File: src/design/range_memory_type_resolver_macros.svh
// assertion macros used by the checks of the top level
`ifndef RANGE_MEMORY_TYPE_RESOLVER_MACROS_SVH
`define RANGE_MEMORY_TYPE_RESOLVER_MACROS_SVH

// overlapping implication, clocked on i_clk, off during reset
`define RMTR_ASSERT_IMP(label, ante, cons, msg) \
    label: assert property (@(posedge i_clk) disable iff (!i_rst_n) \
        (ante) |-> (cons)) else $error(msg);

// next-cycle implication, clocked on i_clk, off during reset
`define RMTR_ASSERT_NXT(label, ante, cons, msg) \
    label: assert property (@(posedge i_clk) disable iff (!i_rst_n) \
        (ante) |=> (cons)) else $error(msg);

`endif

File: src/design/rmtr_pkg.sv
package rmtr_pkg;

    // defaults for the top level parameters
    localparam int MAX_RANGES_DEF = 16;
    localparam int ADDR_BITS_DEF  = 52;

    // fixed field widths
    localparam int TYPE_W      = 3;
    localparam int SLOT_W      = 4;
    localparam int ACTIVE_W    = 5;
    localparam int CFG_INDEX_W = 2;
    localparam int CFG_DATA_W  = 5;

    // uncachable type decides outright
    localparam logic [TYPE_W-1:0] MT_UC = 3'd0;

    // item kinds
    typedef enum logic {
        KIND_LOAD   = 1'b0,
        KIND_LOOKUP = 1'b1
    } t_kind;

    // configuration register indexes
    typedef enum logic [CFG_INDEX_W-1:0] {
        CFG_DEFAULT_TYPE  = 2'd0,
        CFG_ACTIVE_RANGES = 2'd1
    } t_cfg_reg;

    // configuration seen by the datapath
    typedef struct packed {
        logic [TYPE_W-1:0]   default_type;
        logic [ACTIVE_W-1:0] active_ranges;
    } t_cfg;

endpackage

File: src/design/rmtr_table.sv
module rmtr_table #(
    parameter int MAX_RANGES = rmtr_pkg::MAX_RANGES_DEF,
    parameter int ADDR_BITS  = rmtr_pkg::ADDR_BITS_DEF
) (
    input  logic                              i_clk,
    input  logic                              i_rst_n,
    input  logic                              i_accept,
    input  logic                              i_kind,
    input  logic [rmtr_pkg::SLOT_W-1:0]       i_slot,
    input  logic [ADDR_BITS-1:0]              i_base,
    input  logic [ADDR_BITS-1:0]              i_limit,
    input  logic [rmtr_pkg::TYPE_W-1:0]       i_type,
    input  logic                              i_fixed,
    input  logic [ADDR_BITS-1:0]              i_addr,
    input  rmtr_pkg::t_cfg                    i_cfg,
    output logic                              o_valid,
    output logic [MAX_RANGES-1:0]             o_hit,
    output logic [MAX_RANGES-1:0]             o_decisive,
    output logic [MAX_RANGES-1:0][rmtr_pkg::TYPE_W-1:0] o_types
);

    // compare width covers the entry count and the active count field
    localparam int CW = ($clog2(MAX_RANGES) + 1 > rmtr_pkg::ACTIVE_W) ?
                        $clog2(MAX_RANGES) + 1 : rmtr_pkg::ACTIVE_W;

    logic                        r_s1_valid;
    rmtr_pkg::t_kind             r_s1_kind;
    logic [rmtr_pkg::SLOT_W-1:0] r_s1_slot;
    logic [ADDR_BITS-1:0]        r_s1_base;
    logic [ADDR_BITS-1:0]        r_s1_limit;
    logic [rmtr_pkg::TYPE_W-1:0] r_s1_type;
    logic                        r_s1_fixed;
    logic [ADDR_BITS-1:0]        r_s1_addr;

    logic [ADDR_BITS-1:0]        r_base  [MAX_RANGES];
    logic [ADDR_BITS-1:0]        r_limit [MAX_RANGES];
    logic [rmtr_pkg::TYPE_W-1:0] r_type  [MAX_RANGES];
    logic                        r_fixed [MAX_RANGES];

    logic                        r_s2_valid;
    logic [MAX_RANGES-1:0]       r_s2_hit;
    logic [MAX_RANGES-1:0]       r_s2_dec;
    logic [MAX_RANGES-1:0][rmtr_pkg::TYPE_W-1:0] r_s2_types;

    logic [MAX_RANGES-1:0]       n_hit;
    logic [MAX_RANGES-1:0]       n_dec;

    // stage 1: capture the accepted transaction
    always_ff @(posedge i_clk) begin
        if (!i_rst_n) begin
            r_s1_valid <= 1'b0;
        end else begin
            r_s1_valid <= i_accept;
        end
        r_s1_kind  <= rmtr_pkg::t_kind'(i_kind);
        r_s1_slot  <= i_slot;
        r_s1_base  <= i_base;
        r_s1_limit <= i_limit;
        r_s1_type  <= i_type;
        r_s1_fixed <= i_fixed;
        r_s1_addr  <= i_addr;
    end

    // range table write, in item order with lookups of stage 1
    always_ff @(posedge i_clk) begin
        for (int i = 0; i < MAX_RANGES; i++) begin
            if (r_s1_valid && r_s1_kind == rmtr_pkg::KIND_LOAD &&
                CW'(r_s1_slot) == CW'(i)) begin
                r_base[i]  <= r_s1_base;
                r_limit[i] <= r_s1_limit;
                r_type[i]  <= r_s1_type;
                r_fixed[i] <= r_s1_fixed;
            end
        end
    end

    // per-entry containment and decisive match
    always_comb begin
        for (int i = 0; i < MAX_RANGES; i++) begin
            n_hit[i] = (CW'(i) < CW'(i_cfg.active_ranges)) &&
                       (r_s1_addr >= r_base[i]) && (r_s1_addr < r_limit[i]);
            n_dec[i] = n_hit[i] && (r_fixed[i] || r_type[i] == rmtr_pkg::MT_UC);
        end
    end

    // stage 2: match vectors with a snapshot of the entry types
    always_ff @(posedge i_clk) begin
        if (!i_rst_n) begin
            r_s2_valid <= 1'b0;
        end else begin
            r_s2_valid <= r_s1_valid && r_s1_kind == rmtr_pkg::KIND_LOOKUP;
        end
        r_s2_hit <= n_hit;
        r_s2_dec <= n_dec;
        for (int i = 0; i < MAX_RANGES; i++) begin
            r_s2_types[i] <= r_type[i];
        end
    end

    assign o_valid    = r_s2_valid;
    assign o_hit      = r_s2_hit;
    assign o_decisive = r_s2_dec;
    assign o_types    = r_s2_types;

endmodule

File: src/design/rmtr_resolve.sv
module rmtr_resolve #(
    parameter int MAX_RANGES = rmtr_pkg::MAX_RANGES_DEF
) (
    input  logic                                        i_clk,
    input  logic                                        i_rst_n,
    input  logic                                        i_valid,
    input  logic [MAX_RANGES-1:0]                       i_hit,
    input  logic [MAX_RANGES-1:0]                       i_decisive,
    input  logic [MAX_RANGES-1:0][rmtr_pkg::TYPE_W-1:0] i_types,
    input  logic [rmtr_pkg::TYPE_W-1:0]                 i_default_type,
    output logic                                        o_done,
    output logic [rmtr_pkg::TYPE_W-1:0]                 o_memory_type
);

    logic                  r_s3_valid;
    logic [MAX_RANGES-1:0] r_s3_keep;
    logic [MAX_RANGES-1:0][rmtr_pkg::TYPE_W-1:0] r_s3_types;

    logic                  r_s4_valid;
    logic                  r_s4_any;
    logic [MAX_RANGES-1:0] r_s4_sel;
    logic [MAX_RANGES-1:0][rmtr_pkg::TYPE_W-1:0] r_s4_types;

    logic                        r_done;
    logic [rmtr_pkg::TYPE_W-1:0] r_memory_type;

    logic [MAX_RANGES-1:0] n_first;
    logic [MAX_RANGES-1:0] n_keep;
    logic [MAX_RANGES-1:0] n_rev;
    logic [MAX_RANGES-1:0] n_rev_low;
    logic [MAX_RANGES-1:0] n_sel;
    logic [rmtr_pkg::TYPE_W-1:0] n_type;

    // matches up to and including the first decisive one; all when none is
    always_comb begin
        n_first = i_decisive & (~i_decisive + MAX_RANGES'(1));
        n_keep  = i_hit & (n_first | (n_first - MAX_RANGES'(1)));
    end

    // stage 3: surviving matches
    always_ff @(posedge i_clk) begin
        if (!i_rst_n) begin
            r_s3_valid <= 1'b0;
        end else begin
            r_s3_valid <= i_valid;
        end
        r_s3_keep  <= n_keep;
        r_s3_types <= i_types;
    end

    // last surviving match as a one-hot select
    always_comb begin
        for (int i = 0; i < MAX_RANGES; i++) begin
            n_rev[i] = r_s3_keep[MAX_RANGES-1-i];
        end
        n_rev_low = n_rev & (~n_rev + MAX_RANGES'(1));
        for (int i = 0; i < MAX_RANGES; i++) begin
            n_sel[i] = n_rev_low[MAX_RANGES-1-i];
        end
    end

    // stage 4: select vector
    always_ff @(posedge i_clk) begin
        if (!i_rst_n) begin
            r_s4_valid <= 1'b0;
        end else begin
            r_s4_valid <= r_s3_valid;
        end
        r_s4_any   <= |r_s3_keep;
        r_s4_sel   <= n_sel;
        r_s4_types <= r_s3_types;
    end

    // and-or mux of the selected type
    always_comb begin
        n_type = '0;
        for (int i = 0; i < MAX_RANGES; i++) begin
            n_type = n_type | (r_s4_types[i] & {rmtr_pkg::TYPE_W{r_s4_sel[i]}});
        end
    end

    // stage 5: result register, one strobe per lookup
    always_ff @(posedge i_clk) begin
        if (!i_rst_n) begin
            r_done <= 1'b0;
        end else begin
            r_done <= r_s4_valid;
        end
        r_memory_type <= r_s4_any ? n_type : i_default_type;
    end

    assign o_done        = r_done;
    assign o_memory_type = r_memory_type;

endmodule

File: src/design/range_memory_type_resolver.sv
// Range memory type resolver.
// Command channel: a transaction is taken at a rising edge with i_start high
// and o_busy low. o_busy stays low, so one transaction can be taken every
// cycle. i_kind selects a range load (i_entry_* fields) or an address lookup
// (i_query_address).
// A lookup gives one result: o_done is high for one cycle with o_memory_type.
// The strobe comes out of five register stages (capture, range compare, decisive
// cut, last-match select, output mux), and a new transaction enters each cycle.
// A load gives no result; a lookup sees every load taken before it.
// Configuration channel: i_cfg_valid/o_cfg_ready write register i_cfg_index
// (0 default type, 1 active range count); o_cfg_ready is always high.
// Write configuration only while no lookup is in flight.
// Reset clears the configuration registers and the stage valid bits; range
// entries are undefined until loaded.
// The result cannot be stalled by the receiver: it must be taken the cycle
// o_done is high.
`include "range_memory_type_resolver_macros.svh"

module range_memory_type_resolver #(
    parameter int MAX_RANGES = rmtr_pkg::MAX_RANGES_DEF,
    parameter int ADDR_BITS  = rmtr_pkg::ADDR_BITS_DEF
) (
    input  logic                                i_clk,
    input  logic                                i_rst_n,
    input  logic                                i_start,
    output logic                                o_busy,
    input  logic                                i_kind,
    input  logic [rmtr_pkg::SLOT_W-1:0]         i_entry_slot,
    input  logic [ADDR_BITS-1:0]                i_entry_base,
    input  logic [ADDR_BITS-1:0]                i_entry_limit,
    input  logic [rmtr_pkg::TYPE_W-1:0]         i_entry_type,
    input  logic                                i_entry_fixed,
    input  logic [ADDR_BITS-1:0]                i_query_address,
    output logic                                o_done,
    output logic [rmtr_pkg::TYPE_W-1:0]         o_memory_type,
    input  logic                                i_cfg_valid,
    output logic                                o_cfg_ready,
    input  logic [rmtr_pkg::CFG_INDEX_W-1:0]    i_cfg_index,
    input  logic [rmtr_pkg::CFG_DATA_W-1:0]     i_cfg_data
);

    logic [rmtr_pkg::TYPE_W-1:0]   r_default_type;
    logic [rmtr_pkg::ACTIVE_W-1:0] r_active_ranges;

    rmtr_pkg::t_cfg        w_cfg;
    logic                  w_accept;
    logic                  w_cfg_write;
    logic                  w_valid;
    logic [MAX_RANGES-1:0] w_hit;
    logic [MAX_RANGES-1:0] w_decisive;
    logic [MAX_RANGES-1:0][rmtr_pkg::TYPE_W-1:0] w_types;
    logic                  w_take_lookup;
    logic                  w_take_load;
    logic                  w_cfg_count;

    // handshakes
    assign o_busy      = 1'b0;
    assign o_cfg_ready = 1'b1;
    assign w_accept    = i_start && !o_busy;
    assign w_cfg_write = i_cfg_valid && o_cfg_ready;

    // configuration registers
    always_ff @(posedge i_clk) begin
        if (!i_rst_n) begin
            r_default_type  <= '0;
            r_active_ranges <= '0;
        end else if (w_cfg_write) begin
            if (i_cfg_index == rmtr_pkg::CFG_DEFAULT_TYPE) begin
                r_default_type <= i_cfg_data[rmtr_pkg::TYPE_W-1:0];
            end
            if (i_cfg_index == rmtr_pkg::CFG_ACTIVE_RANGES) begin
                r_active_ranges <= i_cfg_data[rmtr_pkg::ACTIVE_W-1:0];
            end
        end
    end

    assign w_cfg.default_type  = r_default_type;
    assign w_cfg.active_ranges = r_active_ranges;

    // range table and compare stages
    rmtr_table #(
        .MAX_RANGES (MAX_RANGES),
        .ADDR_BITS  (ADDR_BITS)
    ) u_table (
        .i_clk      (i_clk),
        .i_rst_n    (i_rst_n),
        .i_accept   (w_accept),
        .i_kind     (i_kind),
        .i_slot     (i_entry_slot),
        .i_base     (i_entry_base),
        .i_limit    (i_entry_limit),
        .i_type     (i_entry_type),
        .i_fixed    (i_entry_fixed),
        .i_addr     (i_query_address),
        .i_cfg      (w_cfg),
        .o_valid    (w_valid),
        .o_hit      (w_hit),
        .o_decisive (w_decisive),
        .o_types    (w_types)
    );

    // priority resolution stages
    rmtr_resolve #(
        .MAX_RANGES (MAX_RANGES)
    ) u_resolve (
        .i_clk          (i_clk),
        .i_rst_n        (i_rst_n),
        .i_valid        (w_valid),
        .i_hit          (w_hit),
        .i_decisive     (w_decisive),
        .i_types        (w_types),
        .i_default_type (w_cfg.default_type),
        .o_done         (o_done),
        .o_memory_type  (o_memory_type)
    );

    // transactions watched by the checks
    assign w_take_lookup = w_accept && i_kind == rmtr_pkg::KIND_LOOKUP;
    assign w_take_load   = w_accept && i_kind == rmtr_pkg::KIND_LOAD;
    assign w_cfg_count   = w_cfg_write && i_cfg_index == rmtr_pkg::CFG_ACTIVE_RANGES;

    // checks
    `RMTR_ASSERT_IMP(a_lookup_result, w_take_lookup, ##5 o_done, "lookup without result")
    `RMTR_ASSERT_IMP(a_load_silent, w_take_load, ##5 !o_done, "load gave a result")
    `RMTR_ASSERT_NXT(a_cfg_count, w_cfg_count,
        r_active_ranges == $past(i_cfg_data), "range count not written")

endmodule
File: config.mk
export PLATFORM = sky130hd
export DESIGN_NAME = range_memory_type_resolver
export DESIGN_NICKNAME = d
export VERILOG_FILES = /design/src/design/rmtr_pkg.sv /design/src/design/rmtr_table.sv /design/src/design/rmtr_resolve.sv /design/src/design/range_memory_type_resolver.sv
export VERILOG_INCLUDE_DIRS = /design/src /design/src/design
export SDC_FILE = /design/constraint.sdc
export NUM_CORES = 2
export LEC_CHECK = 0
export BUFFER_PORTS_ARGS = -buffer_cell sky130_fd_sc_hd__buf_4
export CAP_MARGIN = 20
export CORE_UTILIZATION = 65
export CTS_CLUSTER_DIAMETER = 150
export CTS_CLUSTER_SIZE = 10
export DETAILED_ROUTE_END_ITERATION = 8
export GPL_ROUTABILITY_DRIVEN = 0
export PLACE_DENSITY = 0.79
export RECOVER_POWER = 25
export SLEW_MARGIN = 20
export SYNTH_ARGS = -nofsm -noshare
export SYNTH_HDL_FRONTEND = slang
export SYNTH_HIERARCHICAL = 1
export SYNTH_SLANG_ARGS = --single-unit
File: constraint.sdc
create_clock -name i_clk -period 17.2 [get_ports i_clk]
set_clock_uncertainty 0.2 [all_clocks]
set_input_delay 1.72 -clock i_clk [delete_from_list [all_inputs] [get_ports i_clk]]
set_output_delay 1.72 -clock i_clk [all_outputs]
set_load 0.005 [all_outputs]
# Word-level counts from Yosys, hierarchy flattened
# Memories as Yosys holds them, arrays and structs flattened.
# Index checks and enable logic that the tools add are counted.
[totals] in_bits=176 rom_bits=0 regBits=390 ramBits=1728 latch_bits=0 mem_count=4 wordCells=553
[op_classes] eq_ne=16 reduce_logical=163 n_mul=0 shift=0 n_bitwise=38 muxes=213 magnitude_cmp=48 add_sub_neg=3 n_div=0
[mem_list] name="u_table.r_base" depth=16 word_bits=52 read_ports=16 rd_clocked_by_memory_dff=0 write_ports=1 line_no="rmtr_table.sv:35" source="logic [ADDR_BITS-1:0] r_base [MAX_RANGES];"
[mem_list] name="u_table.r_limit" depth=16 word_bits=52 read_ports=16 rd_clocked_by_memory_dff=0 write_ports=1 line_no="rmtr_table.sv:36" source="logic [ADDR_BITS-1:0] r_limit [MAX_RANGES];"
[mem_list] name="u_table.r_type" depth=16 word_bits=3 read_ports=16 rd_clocked_by_memory_dff=0 write_ports=1 line_no="rmtr_table.sv:37" source="logic [rmtr_pkg::TYPE_W-1:0] r_type [MAX_RANGES];"
[mem_list] name="u_table.r_fixed" depth=16 word_bits=1 read_ports=16 rd_clocked_by_memory_dff=0 write_ports=1 line_no="rmtr_table.sv:38" source="logic r_fixed [MAX_RANGES];"
[ops] op="52-bit two-way mux" n=30
[ops] op="52-bit OR reduction" n=30
[ops] op="52-bit greater-or-equal comparator" n=16
[ops] op="52-bit < comparator" n=16
[ops] op="4-bit two-way mux" n=60
[ops] op="1-bit two-way mux" n=107
[ops] op="1-bit logical AND" n=66
[ops] op="16-bit bitwise AND" n=3
[ops] op="3-bit bitwise AND" n=16
[ops] op="3-bit zero test" n=16
[ops] op="3-bit two-way mux" n=16
[ops] op="3-bit OR" n=15
[ops] op="3-bit OR reduction" n=15
[ops] op="4-bit by 5-bit < comparator with 1-bit output, first input constant" n=8
[ops] op="16-bit by 1-bit adder with 16-bit output, second input constant" n=2
[ops] op="4-bit == test, second input constant" n=8
[ops] op="16-bit NOT" n=2
[ops] op="3-bit by 5-bit < comparator with 1-bit output, first input constant" n=4
[ops] op="4-bit by 3-bit == test with 1-bit output, second input constant" n=4
[ops] op="1-bit logical OR" n=16
[ops] op="16-bit OR" n=1
[ops] op="16-bit OR reduction" n=1
[ops] op="16-bit by 1-bit subtractor with 16-bit output, second input constant" n=1
[ops] op="1-bit OR reduction" n=15
[ops] op="9 further kinds" n=13

# Longest topological paths before layout
[depth] depth_word=21 mapped_depth=11

# By module
# Netlist, hierarchy kept.
[by_module_without_submodules] module="rmtr_table" n_inst=1 cells_each=7714 seq_area_each_um2=56834.5 area_per_inst_um2=98137.9
[by_module_without_submodules] module="rmtr_resolve" n_inst=1 cells_each=227 seq_area_each_um2=2702.6 area_per_inst_um2=3360.7
[by_module_without_submodules] module="range_memory_type_resolver" n_inst=1 cells_each=37 seq_area_each_um2=160.2 area_per_inst_um2=342.8

# Worst setup path before layout
# No wires, ideal clock.
[synth_path] path_kind="register -> register" startpoint="register u_table.r_s1_kind" endpoint="memory u_table/r_base[0][208] (netlist name), enable pin" required_ps=16293 setup_time_ps=707 setup_slack_ps=8039 arrival_time_ps=8254 stages_incl_launch_ff=4 cell_sequence="dfxtp_1 > nand2b_1 > or3b_2 > nor3_1"
[synth_via] elab_chain_cells=21
[synth_lines] element="start, declared" line_no="rmtr_table.sv:27" source="rmtr_pkg::t_kind r_s1_kind;"
[synth_lines] element="start signal, assigned" line_no="rmtr_table.sv:55" source="r_s1_kind <= rmtr_pkg::t_kind'(i_kind);"
[synth_lines] element="1-bit NOT (*)" line_no="rmtr_table.sv:67" source="if (r_s1_valid && r_s1_kind == rmtr_pkg::KIND_LOAD &&"
[synth_lines] element="1-bit logical AND (*)" line_no="rmtr_table.sv:67"
[synth_lines] element="1-bit logical AND" line_no="rmtr_table.sv:67"
[synth_lines] element="1-bit two-way mux" line_no="rmtr_table.sv:67"
[synth_lines] element="1-bit two-way mux (implied by the code)" line_no="rmtr_table.sv:69" source="r_base[i] <= r_s1_base;"
[synth_lines] element="52-bit OR reduction (no source line)"
[synth_lines] element="4-bit two-way mux (no source line) or 1-bit two-way mux (tied branches) (15 in a row)"
[synth_lines] element="end, declared" line_no="rmtr_table.sv:35"
# Every way passes the cells marked *; elsewhere a longest branch is shown, timed or not.

# Worst setup path after layout
[layout_path] startpoint="register u_table.r_s1_addr[43]" endpoint="register u_table.r_s2_dec[9] (netlist: u_table/o_decisive[9])"
[layout_via] elab_chain_cells=4
[layout_lines] element="start, declared" line_no="rmtr_table.sv:33" source="logic [ADDR_BITS-1:0] r_s1_addr;"
[layout_lines] element="start signal, assigned" line_no="rmtr_table.sv:61" source="r_s1_addr <= i_addr;"
[layout_lines] element="52-bit greater-or-equal comparator" line_no="rmtr_table.sv:81" source="(r_s1_addr >= r_base[i]) && (r_s1_addr < r_limit[i]);"
[layout_lines] element="1-bit logical AND" line_no="rmtr_table.sv:80" source="n_hit[i] = (CW'(i) < CW'(i_cfg.active_ranges)) &&"
[layout_lines] element="1-bit logical AND (*)" line_no="rmtr_table.sv:81"
[layout_lines] element="named net u_table.n_hit[9]" line_no="rmtr_table.sv:45" source="logic [MAX_RANGES-1:0] n_hit;"
[layout_lines] element="1-bit logical AND (*)" line_no="rmtr_table.sv:82" source="n_dec[i] = n_hit[i] && (r_fixed[i] || r_type[i] == rmtr_pkg::MT_UC);"
[layout_lines] element="named net u_table.n_dec[9]" line_no="rmtr_table.sv:46" source="logic [MAX_RANGES-1:0] n_dec;"
[layout_lines] element="end signal, assigned" line_no="rmtr_table.sv:94" source="r_s2_dec <= n_dec;"
[layout_lines] element="end, declared" line_no="rmtr_table.sv:42" source="logic [MAX_RANGES-1:0] r_s2_dec;"
# Mark *: on every way through the listed nets, which the timed path passes. The rest lies on a longest branch.
# A chain may end at the register's enable or synchronous reset.

==> flow_summary.yaml <==
die:
  fp.dieArea_um2: 158200
  floorplan.initialDensity_pct: 65.76
  floorplan.die.height_um: 397.7
  core-area_um2: 154800
  die_x_um: 397.7
  i_o_pins: 182
  rows: 144
placement:
  pre_cts_slack_ps: 12600
  numPortBuffers: 179
  dpl.hpwl_um: 185300
  placed_cell_area_um2: 106700
sta:
  fmax_mhz: 206.8
  final-setup-viol-count: 0
  final-max-slew-violation-count: 0
  tightestPinTransition_ps: 1339
  finalWorstPathRequiredPeriod_ps: 4836
  final-hold-violation-count: 0
  layout_setup_ws_ps: 12360
  rsz_0062_raised_after_global_routing: "false"
  maxSlewHeadroom_pct: 10.75
  timing.setup.tns_ps: 0
  final.period_utilization_pct: 28.11
global_route:
  global_route_wire_length_before_repair_um: 407600
  antenna_found_initial: 18
  first_global_vias: 66930
  grt.total_usage_pct: 35.40
  grt_overflow_total: 0
  grt_start_max_net_pins: 109
final_layout:
  finalCoreUtilization_pct: 73.21
  layout.cell_area.non_filler_um2: 113300
  num-nets-final: 10300
  drive_gt1_share_pct: 6.974
  synthesis_to_finish_area_growth_pct: 11.32
worst_setup_path:
  timing_worst_setup_path_type: "reg2reg"
  startpoint_type: "flop"
  critical_path.max_fanout: 32
  cp_data_arrival_time_ps: 5430
  worst_ep_required_time_ps: 17790
  critical_path.endpoint_type: "flop"
clock_network:
  post_cts.repair.setup_buffers: 0
  cts_resized: 0
  cts_root_buffer: "clkbuf_16"
  clock_edge_transition_at_the_registers_on_the_reported_setup_and_hold_paths_ps: 60
  cts_max_level: 4
  number_of_clock_buffers_inserted_by_tritoncts: 229
  cts-hold-fix-buffers: 0
  cts_tree: "yes"
  clk-insertion-delay-late_ps: 870
  clock_sinks: 2116
  ctsLongestPathBuffers: 3
drt:
  via_count_normalized_by_instance_count: 6.156
  total_number_of_vias: 65940
  wirelength_um: 278500
  drt_drc_violations_left: 0
  routedWlPerCell_um: 26.00
  antenna_violating_nets_post_route: 0
  drtIter0Drc: 6774
  detail_route.first_pass.iterations: 5
synth:
  synth_area_per_cell_um2: 12.77
  synthesized_cell_area_um2: 101800
  number_of_nets_in_the_synthesized_netlist: 9797
  synthesis.yosys.warnings: 6
  post_synth_inst_count: 7973
power:
  power.leakage_uw: 0.05134
  power.density_cell_area_nw_per_um2: 96.08
  vdd_ir_drop_max_v: 0.0001040
min_path:
  timing.hold.worst.class: "reg2reg"
job:
  cap_violations: 0
run_status:
  outcome: "completed"
where the power goes:
part | total, uW | internal (uW) | switching [uW]
combinational | 683 | 256 | 427
sequential | 5720 | 5600 | 121
clock | 4490 | 2510 | 1980
cells in the final DEF (no fill, tap or decap), types with 33 or more instances in the layout:
cell type,count
nor3_1,72
clkbuf_4,139
buf_4,114
a21oi_1,508
nor4_1,36
clkbuf_1,196
nor2b_1,43
o21ai_0,209
nand4_1,287
dfxtp_1,340
a221oi_1,34
nand3_1,50
edfxtp_1,1727
a21o_1,430
ha_1,1648
inv_1,1651
a211oi_1,60
nor2_1,163
clkbuf_16,229
and4_1,33
dfxtp_2,49
nand2b_1,34
nand2_1,245
layer usage:
metal | part of all wire [%] | track usage, % | routed length, um
met2 | 46 | 57.06 | 129100
met4 | 8.1 | 25.67 | 22510
met5 | 0.033 | 0 | 93
met1 | 36 | 42.57 | 101100
met3 | 9.2 | 7.016 | 25690
worst paths after layout:
kind                              start                       end  slack, ps  cells after the start
setup / recovery  u_table/r_s1_addr[43]     u_table/o_decisive[9]      12360                      9
hold / removal      u_table/o_types[46]  u_resolve/r_s3_types[46]        110                      0
setup reg to reg  u_table/r_s1_addr[43]     u_table/o_decisive[9]      12360                      9
hold reg to reg     u_table/o_types[46]  u_resolve/r_s3_types[46]        110                      0
sequential cells by signal, indices dropped and copies added, names as in the netlist, 16 cells and up:
register,flops
u_resolve/r_s3_keep,16
u_resolve/r_s3_types,48
u_resolve/r_s4_sel,16
u_resolve/r_s4_types,48
u_table/o_hit,16
u_table/o_types,48
u_table/r_base,832
u_table/r_limit,832
u_table/r_s1_addr,52
u_table/r_s1_base,52
u_table/r_s1_limit,52
u_table/r_type,48
critical path, cell delays in order, from the launching register on:
cell      delay [ps]
dfxtp_2          310
buf_4            440
ha_1             280
nand4_1          240
nor4_1           810
nor3b_1          900
o21ai_0          610
and4_1           460
a211oi_1         290
o21a_1           160
layout make-up:
type | instances | area (um^2)
repair buffers | 283 | 2029
fillers | 9847 | 41470
multi-input cells | 4198 | 36090
diodes | 5 | 12.51
inverters | 1651 | 6197
well taps | 2044 | 2557
clock inverters | 16 | 340.3
flip-flops and latches | 2116 | 59710
clock buffers | 397 | 6361
metrics by stage:
stage	cells	hold WS [ps]	total power, uW
after detailed placement	10290	112.1	6485
after floorplan	7973	109.6	6142
final	10710	113.0	10890
after CTS	10700	115.8	10920
after global placement	10290	110.0	6437
after global routing	10710	124.7	11200
Note: power is estimated with default switching activity, not from simulation.
